## src/hdl/integer_to_ascii_radix_defines.svh

```systemverilog
// Assertion helpers shared by the converter RTL.
`ifndef INTEGER_TO_ASCII_RADIX_DEFINES_SVH
`define INTEGER_TO_ASCII_RADIX_DEFINES_SVH

// Same-cycle implication, sampled on clk, off during reset.
`define ITAR_ASSERT_IMP(lbl, ante, cons) \
  lbl: assert property (@(posedge clk) disable iff (rst) (ante) |-> (cons)) \
    else $error("integer_to_ascii_radix: implication check failed");

// Next-cycle implication, sampled on clk, off during reset.
`define ITAR_ASSERT_NXT(lbl, ante, cons) \
  lbl: assert property (@(posedge clk) disable iff (rst) (ante) |=> (cons)) \
    else $error("integer_to_ascii_radix: next-cycle check failed");

`endif

```

## src/hdl/itoa_pkg.sv

```systemverilog
package itoa_pkg;

  typedef enum logic [2:0] {
    S_IDLE,
    S_ZERO,
    S_SIGN,
    S_DEC,
    S_SHIFT
  } state_t;

  // radix modes
  localparam logic [1:0] OP_SDEC = 2'd0;
  localparam logic [1:0] OP_UDEC = 2'd1;
  localparam logic [1:0] OP_HEX  = 2'd2;
  localparam logic [1:0] OP_OCT  = 2'd3;

  localparam logic [7:0] CHAR_ZERO  = 8'h30;
  localparam logic [7:0] CHAR_MINUS = 8'h2d;
  localparam logic [7:0] CHAR_ALPHA = 8'h57;  // 'a' minus ten

  localparam logic [3:0] LAST_POW   = 4'd9;   // index of the ones place
  localparam logic [3:0] HEX_DIGITS = 4'd8;
  localparam logic [3:0] OCT_DIGITS = 4'd11;

  function automatic logic [31:0] dec_power(input logic [3:0] idx);
    logic [31:0] p;
    begin
      unique case (idx)
        4'd0:    p = 32'd1000000000;
        4'd1:    p = 32'd100000000;
        4'd2:    p = 32'd10000000;
        4'd3:    p = 32'd1000000;
        4'd4:    p = 32'd100000;
        4'd5:    p = 32'd10000;
        4'd6:    p = 32'd1000;
        4'd7:    p = 32'd100;
        4'd8:    p = 32'd10;
        default: p = 32'd1;
      endcase
      return p;
    end
  endfunction

  function automatic logic [7:0] digit_char(input logic [3:0] d);
    logic [7:0] c;
    begin
      if (d < 4'd10) begin
        c = CHAR_ZERO + {4'b0, d};
      end else begin
        c = CHAR_ALPHA + {4'b0, d};
      end
      return c;
    end
  endfunction

endpackage

```

## src/hdl/integer_to_ascii_radix.sv

```systemverilog
// integer_to_ascii_radix: converts one 32-bit number per input transaction into a run of
// ASCII characters on the output channel, most significant digit first, leading zeros
// dropped, with last set on the final character. operation picks the radix: 0 signed
// decimal ('-' then the magnitude for negative values, the most negative value included),
// 1 unsigned decimal, 2 lowercase hex, 3 octal. A zero value gives the single character '0'.
// One transaction is taken at a time; in_ready is high only while the converter is idle,
// and a result held in the output register does not block the next input. Hex and octal
// step through 8 and 11 digit positions. Decimal runs through a single 32-bit
// subtract-and-compare unit that removes powers of ten one at a time, place by place from
// billions to ones, after a minus sign for negative signed values. Back-pressure on the
// output holds the sequencer while it has a character to emit.

`include "integer_to_ascii_radix_defines.svh"

module integer_to_ascii_radix (
  input  logic        clk,
  input  logic        rst,
  input  logic        in_valid,
  output logic        in_ready,
  input  logic [1:0]  operation,
  input  logic [31:0] value,
  output logic        out_valid,
  input  logic        out_ready,
  output logic [7:0]  character,
  output logic        last
);

  import itoa_pkg::*;

  state_t state, state_next;

  // conversion datapath
  logic [31:0] mag;       // decimal magnitude, reduced in place
  logic [3:0]  digit;     // count of subtractions for the current place
  logic [3:0]  pow_idx;   // current decimal place, 0 = billions
  logic        started;   // a nonzero digit has been emitted
  logic [32:0] sreg;      // hex/octal shift register, digit sits at the top
  logic [3:0]  cnt;       // hex/octal digits still to go
  logic        is_hex;

  logic        accept;
  logic [31:0] pow;
  logic [32:0] sub_diff;
  logic        dec_ge;
  logic [3:0]  shift_digit;

  logic        emit_ok;
  logic        emit_req;
  logic        emit_fire;
  logic [7:0]  emit_char;
  logic        emit_last;
  logic        advance;

  assign in_ready = (state == S_IDLE);
  assign accept   = in_valid && in_ready;

  // shared subtract-and-compare unit
  assign pow      = dec_power(pow_idx);
  assign sub_diff = {1'b0, mag} - {1'b0, pow};
  assign dec_ge   = !sub_diff[32];

  assign shift_digit = is_hex ? sreg[32:29] : {1'b0, sreg[32:30]};

  // output register is free when empty or being drained this cycle
  assign emit_ok   = !out_valid || out_ready;
  assign emit_fire = emit_req && emit_ok;

  // next state
  always_comb begin
    state_next = state;
    unique case (state)
      S_IDLE: begin
        if (in_valid) begin
          if (value == 32'd0) begin
            state_next = S_ZERO;
          end else if (operation == OP_SDEC && value[31]) begin
            state_next = S_SIGN;
          end else if (operation == OP_SDEC || operation == OP_UDEC) begin
            state_next = S_DEC;
          end else begin
            state_next = S_SHIFT;
          end
        end
      end
      S_ZERO: begin
        if (advance) state_next = S_IDLE;
      end
      S_SIGN: begin
        if (advance) state_next = S_DEC;
      end
      S_DEC: begin
        if (advance && !dec_ge && pow_idx == LAST_POW) state_next = S_IDLE;
      end
      S_SHIFT: begin
        if (advance && cnt == 4'd1) state_next = S_IDLE;
      end
      default: state_next = S_IDLE;
    endcase
  end

  // step control: what to emit and whether the sequencer may move on
  always_comb begin
    emit_req  = 1'b0;
    emit_char = CHAR_ZERO;
    emit_last = 1'b0;
    advance   = 1'b0;
    unique case (state)
      S_IDLE: begin
        advance = 1'b0;
      end
      S_ZERO: begin
        emit_req  = 1'b1;
        emit_last = 1'b1;
        advance   = emit_ok;
      end
      S_SIGN: begin
        emit_req  = 1'b1;
        emit_char = CHAR_MINUS;
        advance   = emit_ok;
      end
      S_DEC: begin
        if (dec_ge) begin
          // keep subtracting this power of ten
          advance = 1'b1;
        end else begin
          // place finished: emit unless it is a leading zero
          emit_req  = (digit != 4'd0) || started;
          emit_char = digit_char(digit);
          emit_last = (pow_idx == LAST_POW);
          advance   = !emit_req || emit_ok;
        end
      end
      S_SHIFT: begin
        emit_req  = (shift_digit != 4'd0) || started;
        emit_char = digit_char(shift_digit);
        emit_last = (cnt == 4'd1);
        advance   = !emit_req || emit_ok;
      end
      default: begin
        advance = 1'b0;
      end
    endcase
  end

  // control registers
  always_ff @(posedge clk) begin
    if (rst) begin
      state     <= S_IDLE;
      out_valid <= 1'b0;
    end else begin
      state <= state_next;
      if (emit_fire) begin
        out_valid <= 1'b1;
      end else if (out_ready) begin
        out_valid <= 1'b0;
      end
    end
  end

  // output payload: hold until the next character is loaded
  always_ff @(posedge clk) begin
    if (emit_fire) begin
      character <= emit_char;
      last      <= emit_last;
    end
  end

  // datapath registers
  always_ff @(posedge clk) begin
    if (accept) begin
      // take the magnitude of negative signed values up front
      if (operation == OP_SDEC && value[31]) begin
        mag <= ~value + 32'd1;
      end else begin
        mag <= value;
      end
      digit   <= 4'd0;
      pow_idx <= 4'd0;
      started <= 1'b0;
      is_hex  <= (operation == OP_HEX);
      if (operation == OP_HEX) begin
        sreg <= {value, 1'b0};
        cnt  <= HEX_DIGITS;
      end else begin
        // octal: pad one zero on top so the first group holds the top two bits
        sreg <= {1'b0, value};
        cnt  <= OCT_DIGITS;
      end
    end else if (advance && state == S_DEC) begin
      if (dec_ge) begin
        mag   <= sub_diff[31:0];
        digit <= digit + 4'd1;
      end else begin
        digit   <= 4'd0;
        pow_idx <= pow_idx + 4'd1;
        if (emit_req) started <= 1'b1;
      end
    end else if (advance && state == S_SHIFT) begin
      if (is_hex) begin
        sreg <= {sreg[28:0], 4'b0};
      end else begin
        sreg <= {sreg[29:0], 3'b0};
      end
      cnt <= cnt - 4'd1;
      if (emit_req) started <= 1'b1;
    end
  end

  // a decimal place never collects more than nine subtractions
  `ITAR_ASSERT_IMP(a_dec_digit_range, state == S_DEC, digit <= 4'd9)
  // the ones place always produces a character, so every run gets its last flag
  `ITAR_ASSERT_IMP(a_dec_ones_emits, state == S_DEC && !dec_ge && pow_idx == LAST_POW, emit_req)
  // the final character of a run returns the sequencer to idle
  `ITAR_ASSERT_NXT(a_last_to_idle, emit_fire && emit_last, state == S_IDLE)
  // a minus sign is always followed by the decimal magnitude
  `ITAR_ASSERT_NXT(a_sign_to_dec, state == S_SIGN && advance, state == S_DEC)
  // hex/octal never runs with an empty digit count
  `ITAR_ASSERT_IMP(a_shift_cnt_live, state == S_SHIFT, cnt != 4'd0)

endmodule

```

## config.mk

```make
export PLATFORM = sky130hd
export DESIGN_NAME = integer_to_ascii_radix
export DESIGN_NICKNAME = d
export VERILOG_FILES = /design/src/hdl/itoa_pkg.sv /design/src/hdl/integer_to_ascii_radix.sv
export VERILOG_INCLUDE_DIRS = /design/src /design/src/hdl
export SDC_FILE = /design/constraint.sdc
export NUM_CORES = 1
export LEC_CHECK = 0
export BUFFER_PORTS_ARGS = -buffer_cell sky130_fd_sc_hd__clkbuf_2
export CAP_MARGIN = 10
export CORE_MARGIN = 3
export CORE_UTILIZATION = 40
export DETAILED_ROUTE_END_ITERATION = 7
export RECOVER_POWER = 100
export SETUP_SLACK_MARGIN = 0.4
export SLEW_MARGIN = 40
export SYNTH_ARGS = -nofsm -noshare
export SYNTH_HDL_FRONTEND = slang
export SYNTH_SLANG_ARGS = --single-unit
```

## constraint.sdc

```tcl
create_clock -name clk -period 5.5 [get_ports clk]
set_clock_uncertainty 0.2 [all_clocks]
set_input_delay 1.1 -clock clk [delete_from_list [all_inputs] [get_ports clk]]
set_output_delay 1.1 -clock clk [all_outputs]
set_load 0.02 [all_outputs]
```

# Yosys cells after proc, flatten, opt, wreduce, memory -nomap -nowiden
# Memory sizes are Yosys's and may differ from the RTL's. A register that Yosys moved wholly into a read port is not among the register bits.
# Cells that the tools add are included.
dict set report word_totals {
  regBits 92
  rom_bits 480
  input_bits 38
  output_inout_bits 11
  word_cells 114
  mem_count 1
}
# name words width read_ports rd_clocked_by_memory_dff write_ports line_no
set memory_table {}
lappend memory_table {{(no name shown)} 16 30 1 1 0 itoa_pkg.sv:28} ;# unique case (idx)
dict set report op_classes {
  addsub 9
  n_lt_le_gt_ge 2
  eq_ne 16
  mux 42
  bitwise_logic 1
  reduce_logical 32
}
# operator count
set ops {}
lappend ops {{two-way mux 33 bit} 5}
lappend ops {{two-way mux 32 bit} 4}
lappend ops {{subtractor 32 x 32 -> 33 bit} 1}
lappend ops {{adder 32 x 1 -> 32 bit, second input constant} 1}
lappend ops {{logical NOT 32 bit} 1}
lappend ops {{inverter 32 bit} 1}
lappend ops {{two-way mux 4 bit} 7}
lappend ops {{two-way mux 3 bit} 8}
lappend ops {{two-way mux 8 bit} 3}
lappend ops {{case mux 8 bit (3 select lines)} 1}
lappend ops {{adder 7 x 4 -> 8 bit, first input constant} 2}
lappend ops {{!= test 2 bit, second input constant} 8}
lappend ops {{case mux 3 bit (5 select lines)} 1}
lappend ops {{adder 6 x 4 -> 7 bit, first input constant} 2}
lappend ops {{two-way mux 1 bit} 9}
lappend ops {{case mux 1 bit (3 select lines)} 3}
lappend ops {{adder 4 x 1 -> 4 bit, second input constant} 2}
lappend ops {{logical AND 1 bit} 8}
lappend ops {{< comparator 4 bit, second input constant} 2}
lappend ops {{AND reduction 2 bit} 4}
lappend ops {{nonzero test 2 bit} 4}
lappend ops {{nonzero test 4 bit} 2}
lappend ops {{equality test 3 x 2 -> 1 bit, second input constant} 2}
lappend ops {{logical OR 1 bit} 6}
lappend ops {{other kinds (13)} 15}

# Logic depth before layout (Yosys ltp)
dict set report logic_depth {
  word_depth 10
  mapped_depth 16
  ltp_nobuf 16
}

# Worst setup path before layout
# Ideal clock, no wire load.
dict set report synth_path {
  kind {register -> register}
  from {reg is_hex}
  to {reg cnt[0], enable pin}
  setup_ns 0.483
  t_arrival_ns 4.182
  t_required_ns 4.817
  path_slack_ns 0.635
  path_stages_with_launch 7
  n_path_buf 2
  synth_period_minus_slack_ns 4.865
  path_cell_list {edfxtp_1 clkbuf_1 clkbuf_1 mux2i_1 ha_1 a31oi_1 o21ai_0}
}
dict set report synth_via {
  elab_chain_cells 9
  word_cells_on_any_way 11
  cone_classes {eq/ne (1); mux (2); reduce/logical (8)}
}
# item line_no
set synth_lines {}
lappend synth_lines {{start, declared} integer_to_ascii_radix.sv:39} ;# logic is_hex;
lappend synth_lines {{start signal, assigned} integer_to_ascii_radix.sv:180} ;# is_hex <= (operation == OP_HEX);
lappend synth_lines {{two-way mux 4 bit *} integer_to_ascii_radix.sv:62} ;# assign shift_digit = is_hex ? sreg[32:29] : {1'b0, sreg[32:30]};
lappend synth_lines {{nonzero test 4 bit *} integer_to_ascii_radix.sv:134} ;# emit_req = (shift_digit != 4'd0) || started;
lappend synth_lines {{logical OR 1 bit *} integer_to_ascii_radix.sv:134}
lappend synth_lines {{logical NOT 1 bit *} integer_to_ascii_radix.sv:137} ;# advance = !emit_req || emit_ok;
lappend synth_lines {{logical OR 1 bit *} integer_to_ascii_radix.sv:137}
lappend synth_lines {{case mux 1 bit (3 select lines) *} integer_to_ascii_radix.sv:107} ;# unique case (state)
lappend synth_lines {{logical AND 1 bit (on tied branches)} {integer_to_ascii_radix.sv:189, integer_to_ascii_radix.sv:198}}
lappend synth_lines {{!= test 2 bit (no line) / nonzero test 2 bit (equally long branches)} --}
lappend synth_lines {{AND reduction 2 bit (no line) *} --}
lappend synth_lines {{end signal, assigned} integer_to_ascii_radix.sv:204} ;# cnt <= cnt - 4'd1;
lappend synth_lines {{end, declared} integer_to_ascii_radix.sv:38} ;# logic [3:0] cnt;
# Mark *: on every way between the ends. The rest lies on a longest branch, timed or not.
# A chain may end at the register's enable or synchronous reset.

# Worst setup path in the final report
dict set report layout_path {
  from {reg mag[0]}
  to {reg mag[16], enable pin}
}
dict set report layout_via {
  elab_chain_cells 6
  word_cells_on_any_way 7
  cone_classes {add/sub (1); eq/ne (1); mux (2); reduce/logical (3)}
}
# item line_no
set layout_lines {}
lappend layout_lines {{start, declared} integer_to_ascii_radix.sv:33} ;# logic [31:0] mag;
lappend layout_lines {{start signal, assigned} integer_to_ascii_radix.sv:173} ;# mag <= ~value + 32'd1;
lappend layout_lines {{start signal, assigned} integer_to_ascii_radix.sv:175} ;# mag <= value;
lappend layout_lines {{start signal, assigned} integer_to_ascii_radix.sv:191} ;# mag <= sub_diff[31:0];
lappend layout_lines {{subtractor 32 x 32 -> 33 bit *} integer_to_ascii_radix.sv:59} ;# assign sub_diff = {1'b0, mag} - {1'b0, pow};
lappend layout_lines {{two-way mux 1 bit} integer_to_ascii_radix.sv:122} ;# if (dec_ge) begin
lappend layout_lines {{case mux 1 bit (3 select lines)} integer_to_ascii_radix.sv:107}
lappend layout_lines {{logical AND 1 bit} integer_to_ascii_radix.sv:189} ;# end else if (advance && state == S_DEC) begin
lappend layout_lines {{nonzero test 2 bit (no line)} --}
lappend layout_lines {{AND reduction 2 bit (no line) *} --}
# Marks and branches as above.

==> results.ini <==
[final_layout]
syn_to_final_growth_pct=12.4
fill_cells=1948
fin_nets=1043
multi_input_area_sq_mm=0.00451
layout_common_cells=nand2_1 (113), edfxtp_1 (78), a21oi_1 (77), nor2_1 (70), o21ai_0 (55)
layout_commonest_cell=nand2_1
diodes=0
drive_above_1_share_pct=8.36
design_area_sq_mm=0.00897
ff_latch_area_sq_mm=0.00306

[timing]
period_share_pct=83.2
relSlewSlack_pct=-36.3
period_needed_ns=4.57
rsz0062_at_grt=false
finalHoldViolations=0
finalMaxSlewViolations=52
setup-violations-final=0
max_freq_mhz=219
tightest_slew_ns=2.03
setup-tns-final_ns=0

[cts]
cts-hold-fix-buffers=0
max-clock-path-buffers=2
cts.repair.resized=0
clk_latency_ns=0.42
post_cts_buffers=0
numCtsBuffers=17
cts.sinks=114
cts_tree=done
root_buffer=clkbuf_16
ctsHtreeMaxLevel=4
clk_pin_slew_worst_paths_ns=0.05

[synthesis]
avgSynthCellArea_sq_um=8.58
yosysSeqAreaShare_pct=38.4
syn_inst=930
synth_edf_count=78
synth.net_count=1017
async_reset_ff_share_pct=0
synth.distinct_cells=63
yosys_warnings=0
synthFlopType=edfxtp_1
synthesis.area_sq_mm=0.00798
synth-seq-cells=114

[grt]
grt_use_total_pct=19.3
grt_pass1_vias=6632
grt_pass1_wl_um=33600
antenna_found_initial=0
grt_max_degree=61
overflow=0

[setup_path]
critPathRequiredTime_ns=5.35
startpoint_type=register
arrival_ns=4.42
crit_fanout=12
critPathCaptureType=register
critical_path_class=register to register

[worst_hold_path]
hp-class=register to register

[detailed_routing]
wirelength_um=20500
dr.first_iter.drc_count=419
ant_nets=0
drt_pass1_iterations=5
vias=6833
wl_per_cell_um=16.6
drc=0
routed_via_density=5.54

[floorplan]
die_h_um=147
ios=49
die_x_um=147
num_rows=51
start_util_pct=40.9
core_sq_mm=0.0195
die_area_sq_mm=0.0217

[status]
outcome=finished with violations
violations=capacitance limit, slew limit

[power]
leakagePower_nw=3.41
power.density_mw_per_mm2=357
max-vdd-ir-drop_mv=0.229
power.total_mw=3.20

[flow_run]
cap_violations=2

[placement]
dpl_cell_area_sq_mm=0.00845
io_buffers=47
gp_congestion=0.852
dp_hpwl_um=14900

[layer usage]
metal,global-route usage [%],wire (um)
met5,0,0
met3,3.92,899
met1,25.6,9520
met2,31.9,9790
met4,5.59,322
[worst paths after layout]
path | startpoint | end | slack (ns) | depth (start not counted)
setup / recovery | mag[0]$_DFFE_PP_ | mag[16]$_DFFE_PP_ | 0.93 | 12
setup reg to reg | mag[0]$_DFFE_PP_ | mag[16]$_DFFE_PP_ | 0.93 | 12
hold / removal | started$_SDFFE_PP0P_ | started$_SDFFE_PP0P_ | 0.29 | 2
hold reg to reg | started$_SDFFE_PP0P_ | started$_SDFFE_PP0P_ | 0.29 | 2
[cells in the mapped netlist (4+ instances only)]
cell / number / area share, %
nand2_1: 113 / 5.3
o31ai_1: 7 / 0.66
o211ai_1: 6 / 0.56
o21a_1: 5 / 0.47
or2_2: 8 / 0.63
nand4_1: 4 / 0.31
xor2_1: 24 / 2.6
inv_1: 47 / 2.2
nand3_1: 16 / 1.0
a31oi_1: 35 / 2.7
nor3_1: 21 / 1.3
o21ai_0: 56 / 3.5
edfxtp_1: 78 / 29
xnor2_1: 32 / 3.5
nand2b_1: 10 / 0.78
a21oi_1: 77 / 4.8
a21o_1: 14 / 1.3
buf_1: 5 / 0.24
mux2i_1: 6 / 0.75
a22oi_1: 5 / 0.47
a211oi_1: 33 / 3.1
or4_1: 4 / 0.38
and2_1: 12 / 0.94
clkbuf_1: 44 / 2.1
nor2b_1: 37 / 2.9
nor2_1: 70 / 3.3
ha_1: 48 / 7.5
dfxtp_1: 36 / 9.0
or3_1: 12 / 0.94
[sequential cells by signal, indices dropped and copies added (netlist names)]
name	count
started	1
state	3
is_hex	1
cnt	4
character	7
sreg	33
digit	4
last	1
pow	23
out_valid	1
pow_idx	4
mag	32
[stage by stage]
step / worst slack [ns] / cells / hold slack (ns) / util, %
floorplan: 0.635 / 930 / 0.239 / -
global placement: 1.03 / 1202 / 0.271 / 43.3
detailed placement: 1.00 / 1202 / 0.286 / 43.3
CTS: 1.23 / 1234 / 0.294 / 46.4
global route: 0.478 / 1234 / 0.310 / 45.9
finish: 0.926 / 1234 / 0.290 / 45.9
[kinds of logic (layout without fill, tap and decap cells)]
kind of cell / Yosys count / in the layout / share of synthesized area, %
compound gates: 275 / 275 / 21.7
xor+xnor: 56 / 56 / 6.14
fa+ha+maj: 49 / 49 / 7.77
buf+inv: 97 / 136 / 4.61
flops: 114 / 114 / 38.4
mux: 7 / 7 / 0.893
other cells: 2 / 2 / 0.0941
simple gates: 330 / 330 / 20.4
[final cells by class]
cell class	instances	share of cell area (%)
clock buffers	26	6.40
clock inverters	6	0.377
inverters	47	1.99
multi-input cells	719	50.3
flip-flops and latches	114	34.2
well taps	265	3.70
repair buffers	57	3.04
[worst max-delay path, stage by stage (launching register included)]
cell	delay [ns]
edfxtp_1	0.32
inv_1	0.04
ha_1	0.22
fa_1	0.41
nor2b_1	0.17
o31ai_1	0.17
a211oi_1	0.42
o211ai_1	0.22
a21oi_1	0.32
or2_0	0.51
and2_0	0.26
or2_2	0.34
clkbuf_1	0.60
[report_power, final]
group          switching (mW)  leakage, nW  internal, mW
registers              0.0763         1.04          1.10
logic                   0.550         2.07         0.351
clock network           0.404        0.303         0.717
total                    1.03         3.41          2.17
(Power assumes the default switching activity.)
